===== src/design/bcba_pkg.sv =====
`timescale 1ns / 1ps
`default_nettype none
// ----------------------------------------------------------------------------
// Bitmap allocator package
// Shared widths, codes, defaults and the result record of the allocator core.
// ----------------------------------------------------------------------------
package bcba_pkg;

   localparam int MAX_BLOCKS_DEF    = 1024;
   localparam int MAP_WORD_BITS_DEF = 32;

   localparam int MODE_W     = 2;
   localparam int INDEX_W    = 10;
   localparam int LEN_W      = 11;
   localparam int LIMIT_W    = 11;
   localparam int STATUS_W   = 2;
   localparam int REQ_DATA_W = 24;
   localparam int RSP_DATA_W = 16;

   // reciprocal shift for splitting a block index into word and bit
   localparam int DIV_SHIFT = INDEX_W + 7;

   localparam logic [LIMIT_W-1:0] BLOCKS_RESET = LIMIT_W'(1024);

   localparam logic [MODE_W-1:0] MODE_ALLOC = 2'd0;
   localparam logic [MODE_W-1:0] MODE_FREE  = 2'd1;
   localparam logic [MODE_W-1:0] MODE_QUERY = 2'd2;

   localparam logic [STATUS_W-1:0] STATUS_OK      = 2'd0;
   localparam logic [STATUS_W-1:0] STATUS_NO_ROOM = 2'd1;
   localparam logic [STATUS_W-1:0] STATUS_RANGE   = 2'd2;

   typedef struct packed {
      logic [STATUS_W-1:0] status;
      logic [INDEX_W-1:0]  start;
      logic                taken;
   } res_type;

endpackage
`default_nettype wire


===== src/design/bcba_ram.sv =====
`timescale 1ns / 1ps
`default_nettype none
// ----------------------------------------------------------------------------
// Generic simple dual-port RAM
// One write port, one read port with registered read data.
// ----------------------------------------------------------------------------
module bcba_ram #(
   parameter int WIDTH = 32,
   parameter int DEPTH = 32,
   parameter int ADDR_W = (DEPTH > 1) ? $clog2(DEPTH) : 1
) (
   input  wire logic              clock,
   input  wire logic              wr_en,
   input  wire logic [ADDR_W-1:0] wr_addr,
   input  wire logic [WIDTH-1:0]  wr_data,
   input  wire logic [ADDR_W-1:0] rd_addr,
   output logic      [WIDTH-1:0]  rd_data
);

   logic [WIDTH-1:0] mem [DEPTH];

   always_ff @(posedge clock) begin
      if (wr_en) begin
         mem[wr_addr] <= wr_data;
      end
      rd_data <= mem[rd_addr];
   end

endmodule
`default_nettype wire


===== src/design/bitmap_contiguous_block_allocator_core.sv =====
`timescale 1ns / 1ps
`default_nettype none
// Allocate: scans map words until a free run is found, then marks the words below
//   the run's last word, before the result register; one map word per cycle.
// Free and query: index split, map read, update, result.
// One item in flight; the next item is taken while a result waits on rsp.
// Reset clears the map in a pass over all MAP_WORDS words with req_tready low.
// ----------------------------------------------------------------------------
// Bitmap first-fit contiguous block allocator
// Keeps one bit per block in a word-wide RAM; scans for the first free run,
// marks it, frees or queries single blocks.
// ----------------------------------------------------------------------------
module bitmap_contiguous_block_allocator_core
   import bcba_pkg::*;
#(
   parameter int MAX_BLOCKS    = MAX_BLOCKS_DEF,
   parameter int MAP_WORD_BITS = MAP_WORD_BITS_DEF
) (
   input  wire logic                  clock,
   input  wire logic                  reset,
   input  wire logic                  req_tvalid,
   output logic                       req_tready,
   input  wire logic [REQ_DATA_W-1:0] req_tdata,   // block_index, run_length, zero fill
   input  wire logic [MODE_W-1:0]     req_tuser,   // mode
   output logic                       rsp_tvalid,
   input  wire logic                  rsp_tready,
   output logic      [RSP_DATA_W-1:0] rsp_tdata,   // run_start, is_taken, zero fill
   output logic      [STATUS_W-1:0]   rsp_tuser,   // status
   input  wire logic                  csr_valid,
   output logic                       csr_ready,
   input  wire logic [LIMIT_W-1:0]    csr_data     // blocks_in_use
);

   localparam int MAP_WORDS  = (MAX_BLOCKS + MAP_WORD_BITS - 1) / MAP_WORD_BITS;
   localparam int ADDR_W     = (MAP_WORDS > 1) ? $clog2(MAP_WORDS) : 1;
   localparam int BIT_W      = $clog2(MAP_WORD_BITS);
   localparam int CNT_W      = $clog2(MAP_WORD_BITS + 1);
   localparam int RUN_W      = LEN_W + 1;
   localparam int BASE_RAW_W = $clog2(MAX_BLOCKS + MAP_WORD_BITS + 1);
   localparam int BASE_W     = (BASE_RAW_W > LEN_W) ? BASE_RAW_W : LEN_W;
   localparam int RECIP      = ((1 << DIV_SHIFT) + MAP_WORD_BITS - 1) / MAP_WORD_BITS;

   localparam logic [2:0] S_CLEAR  = 3'd0;
   localparam logic [2:0] S_IDLE   = 3'd1;
   localparam logic [2:0] S_LOCATE = 3'd2;
   localparam logic [2:0] S_APPLY  = 3'd3;
   localparam logic [2:0] S_SCAN   = 3'd4;
   localparam logic [2:0] S_MARK   = 3'd5;
   localparam logic [2:0] S_FINISH = 3'd6;

   function automatic logic [MAP_WORD_BITS-1:0] low_ones(input logic [CNT_W-1:0] n);
      logic [MAP_WORD_BITS:0] wide;
      wide = ((MAP_WORD_BITS+1)'(1) << n) - (MAP_WORD_BITS+1)'(1);
      return wide[MAP_WORD_BITS-1:0];
   endfunction

   logic [2:0]               state_ff, state_in;
   logic [ADDR_W-1:0]        ptr_ff, ptr_in;
   logic [BASE_W-1:0]        base_ff, base_in;
   logic [RUN_W-1:0]         carry_ff, carry_in;
   logic [LEN_W-1:0]         len_ff, len_in;
   logic [LEN_W-1:0]         rem_ff, rem_in;
   logic [INDEX_W-1:0]       idx_ff, idx_in;
   logic [BIT_W-1:0]         bit_ff, bit_in;
   logic [MODE_W-1:0]        mode_ff, mode_in;
   res_type                  res_ff, res_in;
   res_type                  out_ff, out_in;
   logic                     rsp_valid_ff, rsp_valid_in;
   logic [LIMIT_W-1:0]       blocks_ff, blocks_in;
   logic [LIMIT_W-1:0]       limit;

   logic                     wr_en;
   logic [ADDR_W-1:0]        wr_addr;
   logic [MAP_WORD_BITS-1:0] wr_data;
   logic [ADDR_W-1:0]        rd_addr;
   logic [MAP_WORD_BITS-1:0] rd_data;

   logic [INDEX_W-1:0]       req_idx;
   logic [LEN_W-1:0]         req_len;
   logic [ADDR_W-1:0]        idx_word;

   logic [MAP_WORD_BITS-1:0] free_v;
   logic [RUN_W-1:0]         run_v [MAP_WORD_BITS];
   logic [MAP_WORD_BITS-1:0] hit_v;
   logic                     any_blk;
   logic [BIT_W-1:0]         last_blk;
   logic                     hit_any;
   logic [BIT_W-1:0]         hit_pos;
   logic [CNT_W-1:0]         pos1;
   logic [CNT_W-1:0]         hit_cnt;
   logic [MAP_WORD_BITS-1:0] hit_mask;
   logic [CNT_W-1:0]         mark_cnt;
   logic [MAP_WORD_BITS-1:0] mark_mask;
   logic                     out_free;

   bcba_ram #(
      .WIDTH  (MAP_WORD_BITS),
      .DEPTH  (MAP_WORDS),
      .ADDR_W (ADDR_W)
   ) u_map (
      .clock   (clock),
      .wr_en   (wr_en),
      .wr_addr (wr_addr),
      .wr_data (wr_data),
      .rd_addr (rd_addr),
      .rd_data (rd_data)
   );

   assign req_idx  = req_tdata[INDEX_W-1:0];
   assign req_len  = req_tdata[INDEX_W+LEN_W-1:INDEX_W];
   assign idx_word = ADDR_W'((int'(req_idx) * RECIP) >> DIV_SHIFT);

   assign limit = (int'(blocks_ff) > MAX_BLOCKS) ? LIMIT_W'(MAX_BLOCKS) : blocks_ff;

   // run of free blocks ending at each bit of the word in hand
   always_comb begin
      for (int j = 0; j < MAP_WORD_BITS; j++) begin
         free_v[j] = !rd_data[j] && ((base_ff + BASE_W'(j)) < BASE_W'(limit));
      end
      for (int j = 0; j < MAP_WORD_BITS; j++) begin
         any_blk  = 1'b0;
         last_blk = '0;
         for (int k = 0; k <= j; k++) begin
            if (!free_v[k]) begin
               any_blk  = 1'b1;
               last_blk = BIT_W'(k);
            end
         end
         run_v[j] = any_blk ? RUN_W'(j - int'(last_blk)) : carry_ff + RUN_W'(j + 1);
         hit_v[j] = free_v[j] && (run_v[j] >= RUN_W'(len_ff));
      end
      hit_any = 1'b0;
      hit_pos = '0;
      for (int j = MAP_WORD_BITS - 1; j >= 0; j--) begin
         if (hit_v[j]) begin
            hit_any = 1'b1;
            hit_pos = BIT_W'(j);
         end
      end
   end

   always_comb begin
      pos1      = CNT_W'(hit_pos) + CNT_W'(1);
      hit_cnt   = (LEN_W'(pos1) <= len_ff) ? pos1 : CNT_W'(len_ff);
      hit_mask  = low_ones(hit_cnt) << (pos1 - hit_cnt);
      mark_cnt  = (rem_ff >= LEN_W'(MAP_WORD_BITS)) ? CNT_W'(MAP_WORD_BITS) : CNT_W'(rem_ff);
      mark_mask = low_ones(mark_cnt) << (CNT_W'(MAP_WORD_BITS) - mark_cnt);
   end

   assign out_free = !rsp_valid_ff || rsp_tready;

   always_comb begin
      state_in     = state_ff;
      ptr_in       = ptr_ff;
      base_in      = base_ff;
      carry_in     = carry_ff;
      len_in       = len_ff;
      rem_in       = rem_ff;
      idx_in       = idx_ff;
      bit_in       = bit_ff;
      mode_in      = mode_ff;
      res_in       = res_ff;
      out_in       = out_ff;
      wr_en        = 1'b0;
      wr_addr      = ptr_ff;
      wr_data      = '0;
      rd_addr      = ptr_ff;
      req_tready   = (state_ff == S_IDLE);
      rsp_valid_in = rsp_tready ? 1'b0 : rsp_valid_ff;
      blocks_in    = csr_valid ? csr_data : blocks_ff;

      unique case (state_ff)
         S_CLEAR: begin
            wr_en = 1'b1;
            if (ptr_ff == ADDR_W'(MAP_WORDS - 1)) begin
               ptr_in   = '0;
               state_in = S_IDLE;
            end else begin
               ptr_in = ptr_ff + ADDR_W'(1);
            end
         end
         S_IDLE: begin
            rd_addr = '0;
            if (req_tvalid) begin
               mode_in      = req_tuser;
               idx_in       = req_idx;
               len_in       = req_len;
               base_in      = '0;
               carry_in     = '0;
               ptr_in       = '0;
               res_in       = '0;
               res_in.status = STATUS_RANGE;
               state_in     = S_FINISH;
               priority if (req_tuser == MODE_ALLOC && req_len != '0 && req_len <= limit) begin
                  state_in = S_SCAN;
               end else if ((req_tuser == MODE_FREE || req_tuser == MODE_QUERY)
                            && LIMIT_W'(req_idx) < limit) begin
                  ptr_in   = idx_word;
                  state_in = S_LOCATE;
               end else begin
                  state_in = S_FINISH;
               end
            end
         end
         S_LOCATE: begin
            bit_in   = BIT_W'(int'(idx_ff) - int'(ptr_ff) * MAP_WORD_BITS);
            state_in = S_APPLY;
         end
         S_APPLY: begin
            res_in.status = STATUS_OK;
            if (mode_ff == MODE_QUERY) begin
               res_in.taken = rd_data[bit_ff];
            end else begin
               wr_en   = 1'b1;
               wr_data = rd_data & ~(MAP_WORD_BITS'(1) << bit_ff);
            end
            state_in = S_FINISH;
         end
         S_SCAN: begin
            if (hit_any) begin
               wr_en         = 1'b1;
               wr_data       = rd_data | hit_mask;
               res_in.status = STATUS_OK;
               res_in.start  = INDEX_W'(base_ff + BASE_W'(pos1) - BASE_W'(len_ff));
               rem_in        = len_ff - LEN_W'(hit_cnt);
               rd_addr       = ptr_ff - ADDR_W'(1);
               ptr_in        = ptr_ff - ADDR_W'(1);
               state_in      = (len_ff == LEN_W'(hit_cnt)) ? S_FINISH : S_MARK;
            end else if ((base_ff + BASE_W'(MAP_WORD_BITS)) >= BASE_W'(limit)) begin
               res_in.status = STATUS_NO_ROOM;
               state_in      = S_FINISH;
            end else begin
               rd_addr  = ptr_ff + ADDR_W'(1);
               ptr_in   = ptr_ff + ADDR_W'(1);
               base_in  = base_ff + BASE_W'(MAP_WORD_BITS);
               carry_in = run_v[MAP_WORD_BITS-1];
            end
         end
         S_MARK: begin
            wr_en    = 1'b1;
            wr_data  = rd_data | mark_mask;
            rem_in   = rem_ff - LEN_W'(mark_cnt);
            rd_addr  = ptr_ff - ADDR_W'(1);
            ptr_in   = ptr_ff - ADDR_W'(1);
            if (rem_ff == LEN_W'(mark_cnt)) begin
               state_in = S_FINISH;
            end
         end
         S_FINISH: begin
            if (out_free) begin
               out_in       = res_ff;
               rsp_valid_in = 1'b1;
               state_in     = S_IDLE;
            end
         end
         default: begin
            state_in = S_IDLE;
         end
      endcase
   end

   always_ff @(posedge clock) begin
      if (reset) begin
         state_ff     <= S_CLEAR;
         ptr_ff       <= '0;
         rsp_valid_ff <= 1'b0;
         blocks_ff    <= BLOCKS_RESET;
      end else begin
         state_ff     <= state_in;
         ptr_ff       <= ptr_in;
         rsp_valid_ff <= rsp_valid_in;
         blocks_ff    <= blocks_in;
      end
      base_ff  <= base_in;
      carry_ff <= carry_in;
      len_ff   <= len_in;
      rem_ff   <= rem_in;
      idx_ff   <= idx_in;
      bit_ff   <= bit_in;
      mode_ff  <= mode_in;
      res_ff   <= res_in;
      out_ff   <= out_in;
   end

   assign csr_ready  = 1'b1;
   assign rsp_tvalid = rsp_valid_ff;
   assign rsp_tuser  = out_ff.status;
   assign rsp_tdata  = {{(RSP_DATA_W - INDEX_W - 1){1'b0}}, out_ff.taken, out_ff.start};

endmodule
`default_nettype wire


===== config.mk =====
export PLATFORM = sky130hd
export DESIGN_NAME = bitmap_contiguous_block_allocator_core
export DESIGN_NICKNAME = d
export VERILOG_FILES = /design/src/design/bcba_pkg.sv /design/src/design/bcba_ram.sv /design/src/design/bitmap_contiguous_block_allocator_core.sv
export SDC_FILE = /design/constraint.sdc
export NUM_CORES = 2
export LEC_CHECK = 0
export BUFFER_PORTS_ARGS = -buffer_cell sky130_fd_sc_hd__buf_2
export CORE_MARGIN = 1
export CORE_UTILIZATION = 50
export CTS_CLUSTER_SIZE = 28
export DETAILED_ROUTE_END_ITERATION = 7
export HOLD_SLACK_MARGIN = 0.12
export PLACE_DENSITY_LB_ADDON = 0.08
export SKIP_LAST_GASP = 1
export SYNTH_ARGS = -nofsm -noshare
export SYNTH_HDL_FRONTEND = slang
export SYNTH_SLANG_ARGS = --single-unit

===== constraint.sdc =====
create_clock -name clock -period 44.9 [get_ports clock]
set_clock_uncertainty 0.05 [all_clocks]
set_input_delay 2.245 -clock clock [delete_from_list [all_inputs] [get_ports clock]]
set_output_delay 2.245 -clock clock [all_outputs]
set_load 0.02 [all_outputs]

### After elaboration in Yosys (flattened, before gate mapping)

Memory sizes are Yosys's and may differ from the RTL's. A register that Yosys moved wholly into a read port is not among the register bits.
Index checks and enable logic that the tools add are counted.

| storage, ports and cells | value |
|---|---|
| flip-flop bits (word level) | 103 |
| bits in latches | 0 |
| memory bits (writable) | 1024 |
| memory bits (read-only) | 0 |
| input port bits | 42 |
| output and inout bits | 21 |
| word-level logic and storage cells | 557 |
| memories kept | 1 |

Memory list:

| name | depth | width | rd ports | clocked after memory_dff | wr ports | RTL line | RTL |
|---|---|---|---|---|---|---|---|
| u_map.mem | 32 | 32 | 1 | 1 | 1 | bcba_ram.sv:20 | `logic [WIDTH-1:0] mem [DEPTH];` |

| cells by class | value |
|---|---|
| $add $sub $neg | 107 |
| multiply operators | 0 |
| divide/modulo/power cells | 0 |
| order comparisons | 71 |
| equal/unequal tests | 21 |
| shift operators | 5 |
| muxes and demuxes | 211 |
| bitwise logic cells | 4 |
| reductions and logical operators | 120 |

Operator list:

| cell | number |
|---|---|
| $mux 12 | 35 |
| $ge 12x11->1 | 32 |
| $lt 11x11->1 | 32 |
| $mux 5 | 68 |
| $add 12x5->12 const B | 16 |
| $add 11x5->11 const B | 16 |
| $add 12x4->12 const B | 8 |
| $pmux 32 s3 | 1 |
| $sub 5x5->6 const A | 16 |
| $add 11x4->11 const B | 8 |
| $mux 1 | 74 |
| $logic_and 1x1->1 | 67 |
| $mux 32 | 2 |
| $or 32x32->32 | 2 |
| $shl 1x6->32 const A | 2 |
| $shl 32x6->32 | 2 |
| $sub 32x2->32 const B | 2 |
| $mux 11 | 5 |
| $add 12x3->12 const B | 4 |
| $sub 4x5->6 const A | 8 |
| $add 11x3->11 const B | 4 |
| $pmux 11 s2 | 2 |
| $logic_not 1->1 | 33 |
| $and 32x32->32 | 1 |
| other kinds (61) | 99 |

### Longest topological paths before layout

| logic depth | value |
|---|---|
| word-level depth | 80 |
| mapped depth | 73 |
| depth with buffers taken out | 67 |

### Hierarchy

From an unflattened synthesis, not the netlist that was laid out.

| second synthesis, totals | value |
|---|---|
| cells, all modules | 6385 |
| area total of the unflattened synthesis | 70023.4 um^2 |

By module, submodules not included:

| module | instances | cells an instance | area an instance (um^2) | seq. area each (um^2) |
|---|---|---|---|---|
| bcba_ram | 1 | 2260 | 40487.6 | 31390.1 |
| bitmap_contiguous_block_allocator_core | 1 | 4125 | 29535.8 | 2742.6 |

### Worst setup path after synthesis

Ideal clock, no wire load.

| timing path | value |
|---|---|
| path type | reg-to-reg |
| start | reg blocks_ff[10] |
| end | mem u_map.mem[0][27], data pin |
| setup time | 0.563 ns |
| data arrival time | 15.217 ns |
| required time | 44.287 ns |
| path slack | 29.070 ns |
| stages on the path, launching flop included | 63 |
| buffers on the path | 8 |
| period minus slack after synthesis | 15.830 ns |
| cell sequence | dfxtp_1 > buf_2 > inv_1 > clkbuf_1 > nand2_1 > ha_1 > a21o_1 > a21o_1 > or3_1 > buf_2 > a211oi_1 > and2_1 > o21ai_0 > a21oi_1 > o21ai_0 > a21oi_1 > o21ai_1 > a21oi_1 > (+27 left out) > a21boi_0 > o21ai_1 > clkbuf_1 > a41oi_1 > o21bai_1 > nor2_1 > clkinv_1 > ha_1 > clkbuf_1 > inv_1 > clkbuf_1 > clkbuf_1 > clkbuf_1 > o22ai_1 > a22o_1 > nand2_1 > a21oi_1 > o41ai_1 |

| on the way | value |
|---|---|
| longest elaborated chain between the ends | 80 |
| elaborated cells between the ends (all ways) | 330 |
| classes of those cells | add/sub: 34; order compare: 66; shift: 2; mux: 163; bitwise: 1; reduce/logical: 64 |

Ends and longest elaborated chain:

| item | RTL line | RTL |
|---|---|---|
| from (decl) | bitmap_contiguous_block_allocator_core.sv:69 | `logic [LIMIT_W-1:0] blocks_ff, blocks_in;` |
| from (signal assigned) | bitmap_contiguous_block_allocator_core.sv:272 | `blocks_ff <= blocks_in;` |
| $gt 11x11->1 | bitmap_contiguous_block_allocator_core.sv:113 | `assign limit = (int'(blocks_ff) > MAX_BLOCKS) ? LIMIT_W'(MAX_BLOCKS) : blocks_ff;` |
| $mux 11 (*) | bitmap_contiguous_block_allocator_core.sv:113 |  |
| $lt 11x11->1 | bitmap_contiguous_block_allocator_core.sv:118 | `free_v[j] = !rd_data[j] && ((base_ff + BASE_W'(j)) < BASE_W'(limit));` |
| $logic_and 1x1->1 | bitmap_contiguous_block_allocator_core.sv:118 |  |
| $mux 1 | bitmap_contiguous_block_allocator_core.sv:124 | `if (!free_v[k]) begin` |
| $mux 5 or $mux 1 (tied branches) (30 in a row) | bitmap_contiguous_block_allocator_core.sv:124 |  |
| $sub 5x5->6 or $mux 1 (tied branches) | bitmap_contiguous_block_allocator_core.sv:129, bitmap_contiguous_block_allocator_core.sv:124 |  |
| $mux 12 | bitmap_contiguous_block_allocator_core.sv:129 | `run_v[j] = any_blk ? RUN_W'(j - int'(last_blk)) : carry_ff + RUN_W'(j + 1);` |
| (+36 left out) | - |  |
| $mux 6 | bitmap_contiguous_block_allocator_core.sv:144 | `hit_cnt = (LEN_W'(pos1) <= len_ff) ? pos1 : CNT_W'(len_ff);` |
| $shl 1x6->32 | bitmap_contiguous_block_allocator_core.sv:53 | `wide = ((MAP_WORD_BITS+1)'(1) << n) - (MAP_WORD_BITS+1)'(1);` |
| $sub 32x2->32 | bitmap_contiguous_block_allocator_core.sv:53 |  |
| $shl 32x6->32 | bitmap_contiguous_block_allocator_core.sv:145 | `hit_mask = low_ones(hit_cnt) << (pos1 - hit_cnt);` |
| $or 32x32->32 | bitmap_contiguous_block_allocator_core.sv:222 | `wr_data = rd_data \| hit_mask;` |
| $mux 32 (*) | bitmap_contiguous_block_allocator_core.sv:220 | `if (hit_any) begin` |
| $pmux 32 s3 (*) | bitmap_contiguous_block_allocator_core.sv:172 | `unique case (state_ff)` |
| named net u_map.wr_data[27] | bcba_ram.sv:15 | `input wire logic [WIDTH-1:0] wr_data,` |
| to (decl) | bcba_ram.sv:20 |  |

The timed path passes the listed nets; every way through them passes the cells marked *.

### Worst setup path after layout

| timing path | value |
|---|---|
| start | reg blocks_ff[10] |
| end | mem u_map.mem[31][22], data pin |

Same word-level chain as after synthesis.

==> impl_metrics.csv <==
group,metric,value,unit
cells_and_area,num-nets-final,7704,
logic_synthesis,synth.distinct_cells,106,
cts,tritoncts,"built",
floorplanning,ioPinCount,63,
floorplanning,rows,137,
global_route,first_global_vias,53850,
pwr,vdd_ir_drop_max,0.00004712,V
sta,setup_tns,0,ns
route,vias,59140,
cells_and_area,most-common-layout-cells,"1461 x nand2_1, 1102 x edfxtp_1, 579 x nor2_1, 476 x ha_1, 447 x nand3_1",
cts,cts_buffers,116,
logic_synthesis,syn_inst,7270,
cts,cts-root-buf,"clkbuf_16",
sta,drv_slew,0,
setup_path,crit_fanout,32,
cells_and_area,drive_above_1_share,0.07896,
cts,path_clk_slew,0.06,ns
route,detail_route.iter0.violations,6922,
sta,fin_ws,23.11,ns
cells_and_area,area_delta_synth_final,9.342,%
cells_and_area,regArea,34130,um2
setup_path,worstPathArrival,22.09,ns
setup_path,start_kind,"register",
cts,post_cts_buffers,0,
min_path,hp-start,"idx_ff[2]",
sta,worst_pin_slew,1.259,ns
setup_path,r2r_start,"blocks_ff[10]",
global_route,grt_start_max_net_pins,174,
min_path,hold_path_class,"register to register",
logic_synthesis,ys_seq_area_frac,0.4828,
cts,htree_levels,3,
setup_path,ff2ff_path_depth,62,
sta,relSlewSlack,0.1499,
sta,period_minus_slack,21.79,ns
sta,grt_setup_unrepaired,"no",
logic_synthesis,synth_area_per_cell,9.725,um2
setup_path,end_kind,"register",
sta,setup_viol,0,
route,wl,259800,um
sta,hold_viol_final,0,
setup_path,r2r_setup_slack,23.11,ns
logic_synthesis,yosys.area.top_type,"edfxtp_1",
place,io_buffers,53,
floorplanning,initial_core_util,0.5055,
logic_synthesis,async_reset_ff_frac,0,
min_path,hold_end,"bit_ff[2]",
cts,ctsResizeCount,0,
setup_path,cp_slowest_cell,"o21ai_1",
logic_synthesis,yosysWarnings,0,
logic_synthesis,synth_area_leaders,"edfxtp_1 47%, ha_1 8.4%, nand2_1 7.8%",
cts,clockBufferDepth,3,
logic_synthesis,yosys.area.top_type_share,0.4680,
setup_path,r2r_end,"u_map.mem[31][22]",
logic_synthesis,synth-edff-count,1102,
cells_and_area,multiInputGateArea,34890,um2
global_route,overflow,0,
logic_synthesis,ys.flop_type,"edfxtp_1",
floorplanning,coreArea,139900,um2
route,routedWlPerCell,28.35,um
min_path,whs_path_depth,0,
logic_synthesis,synth_area,70700,um2
cts,cts-hold-fix-buffers,0,
route,ant_nets,0,
sta,fmax,45.89,MHz
setup_path,slowest_delay,0.93,ns
route,drc,0,
place,gp_congestion,1.057,
global_route,grt.total_usage,0.3573,
job,cap_viol_max_count,0,
floorplanning,die_w,378.0,um
floorplanning,die_area,142900,um2
pwr,power.leakage,28.32,nW
place,hpwl,168700,um
setup_path,critPathKind,"register to register",
logic_synthesis,synth_seq_cells,1154,
floorplanning,die_h,378.0,um
global_route,antenna_found_initial,10,
cts,clk_latency,0.80,ns
run_status,status,"finished, final reports clean",
route,firstDrtPassIters,6,
global_route,grt_pass1_wl,373900,um
sta,period_share,0.4853,
setup_path,cp.required,45.20,ns
pwr,powerDensity,37.31,nW/um2
cells_and_area,layout_commonest_cell,"nand2_1",
route,avgViaCountPerCell,6.452,
place,dp_worst_setup_slack,24.11,ns
cts,clock_sinks,1154,
cells_and_area,fillCellCount,12460,
power by group:
part           total, mW  leakage [nW]  internal [mW]  switching (mW)
combinational      0.680          17.6          0.212           0.468
sequential          1.24          8.92           1.19          0.0513
clock              0.960          1.82          0.533           0.427
total               2.88          28.3           1.94           0.946
routing by layer:
layer	track usage	wire (um)	up-vias
li1	-	-	26700
met3	0.06481	23060	641
met4	0.1716	14120	2
met5	0	14	-
met2	0.5428	114400	2979
met1	0.4929	108200	28820
registers in the layout (all words and copies together) (netlist names):
| name | count |
|---|---|
| res_ff | 13 |
| u_map.rd_data | 32 |
| rsp_tvalid | 1 |
| len_ff | 11 |
| idx_ff | 5 |
| rem_ff | 11 |
| carry_ff | 12 |
| mode_ff | 2 |
| bit_ff | 5 |
| ptr_ff | 5 |
| u_map.mem | 1024 |
| state_ff | 3 |
| rsp_tuser | 2 |
| blocks_ff | 11 |
| rsp_tdata | 11 |
| base_ff | 6 |
layout make-up:
type,count,area share
Antenna cell,8,0.0002590
Clock buffer,154,0.04056
Clock inverter,67,0.008432
Inverter,108,0.005244
Multi-Input combinational cell,5555,0.4513
Sequential cell,1154,0.4415
Tap cell,1876,0.03036
Timing Repair Buffer,244,0.02230
cell families after synthesis:
family,after synthesis,share of synthesized area
other,2,0.0001062
adder cells (fa/ha/maj),483,0.08611
flip-flops,1154,0.4828
XOR/XNOR,312,0.03865
buffers and inverters,566,0.03097
AO/OA/AOI/OAI,1491,0.1447
multiplexers,104,0.01756
AND/OR/NAND/NOR,3158,0.1992
cells in the mapped netlist, types with 52 or more instances:
cell      number
nand2_1     1464
edfxtp_1    1102
nor2_1       611
ha_1         477
nand3_1      448
clkbuf_1     393
a21oi_1      343
o21ai_0      271
a311oi_1     204
xnor2_1      190
and3_1       158
xor2_1       122
nor3_1       111
inv_1        101
a21o_1        86
mux2i_1       70
a211oi_1      59
o22ai_1       57
nand2b_1      56
o31ai_1       56
dfxtp_1       52
per-stage QoR:
stage / hold slack (ns) / std cells / util / instance area (um2) / power (mW)
2_1_floorplan: 0.3503 / 7275 / - / 70720 / 1.666
3_3_place_gp: 0.3508 / 8937 / 0.5255 / 73500 / 1.923
5_1_grt: 0.3708 / 9161 / 0.5526 / 77300 / 2.983
4_1_cts: 0.3630 / 9158 / 0.5526 / 77290 / 2.874
3_5_place_dp: 0.3554 / 8937 / 0.5255 / 73500 / 1.922
6_report: 0.3704 / 9166 / 0.5527 / 77310 / 2.884
worst max-delay path by stage:
| stage | from | to | slack [ns] | cells past startpoint |
|---|---|---|---|---|
| after floorplan | blocks_ff[10] | u_map.mem[0][27] | 29.07 | 62 |
| after global placement | blocks_ff[10] | u_map.mem[20][22] | 24.42 | 62 |
| final | blocks_ff[10] | u_map.mem[31][22] | 23.11 | 62 |
| after detailed placement | blocks_ff[10] | u_map.mem[20][22] | 24.11 | 62 |
| after CTS | blocks_ff[10] | u_map.mem[28][22] | 24.02 | 62 |
| after global routing | blocks_ff[10] | u_map.mem[31][22] | 22.35 | 62 |
critical path: cells and delay by family (launching register included):
family                   cells  cell delay (ns)
multiplexers                 1             0.23
buffers and inverters        4             1.27
AO/OA/AOI/OAI               36            13.41
adder cells (fa/ha/maj)      5             1.78
flip-flops                   1             0.88
AND/OR/NAND/NOR             16             3.71
Note: power is estimated with default switching activity, not from simulation.
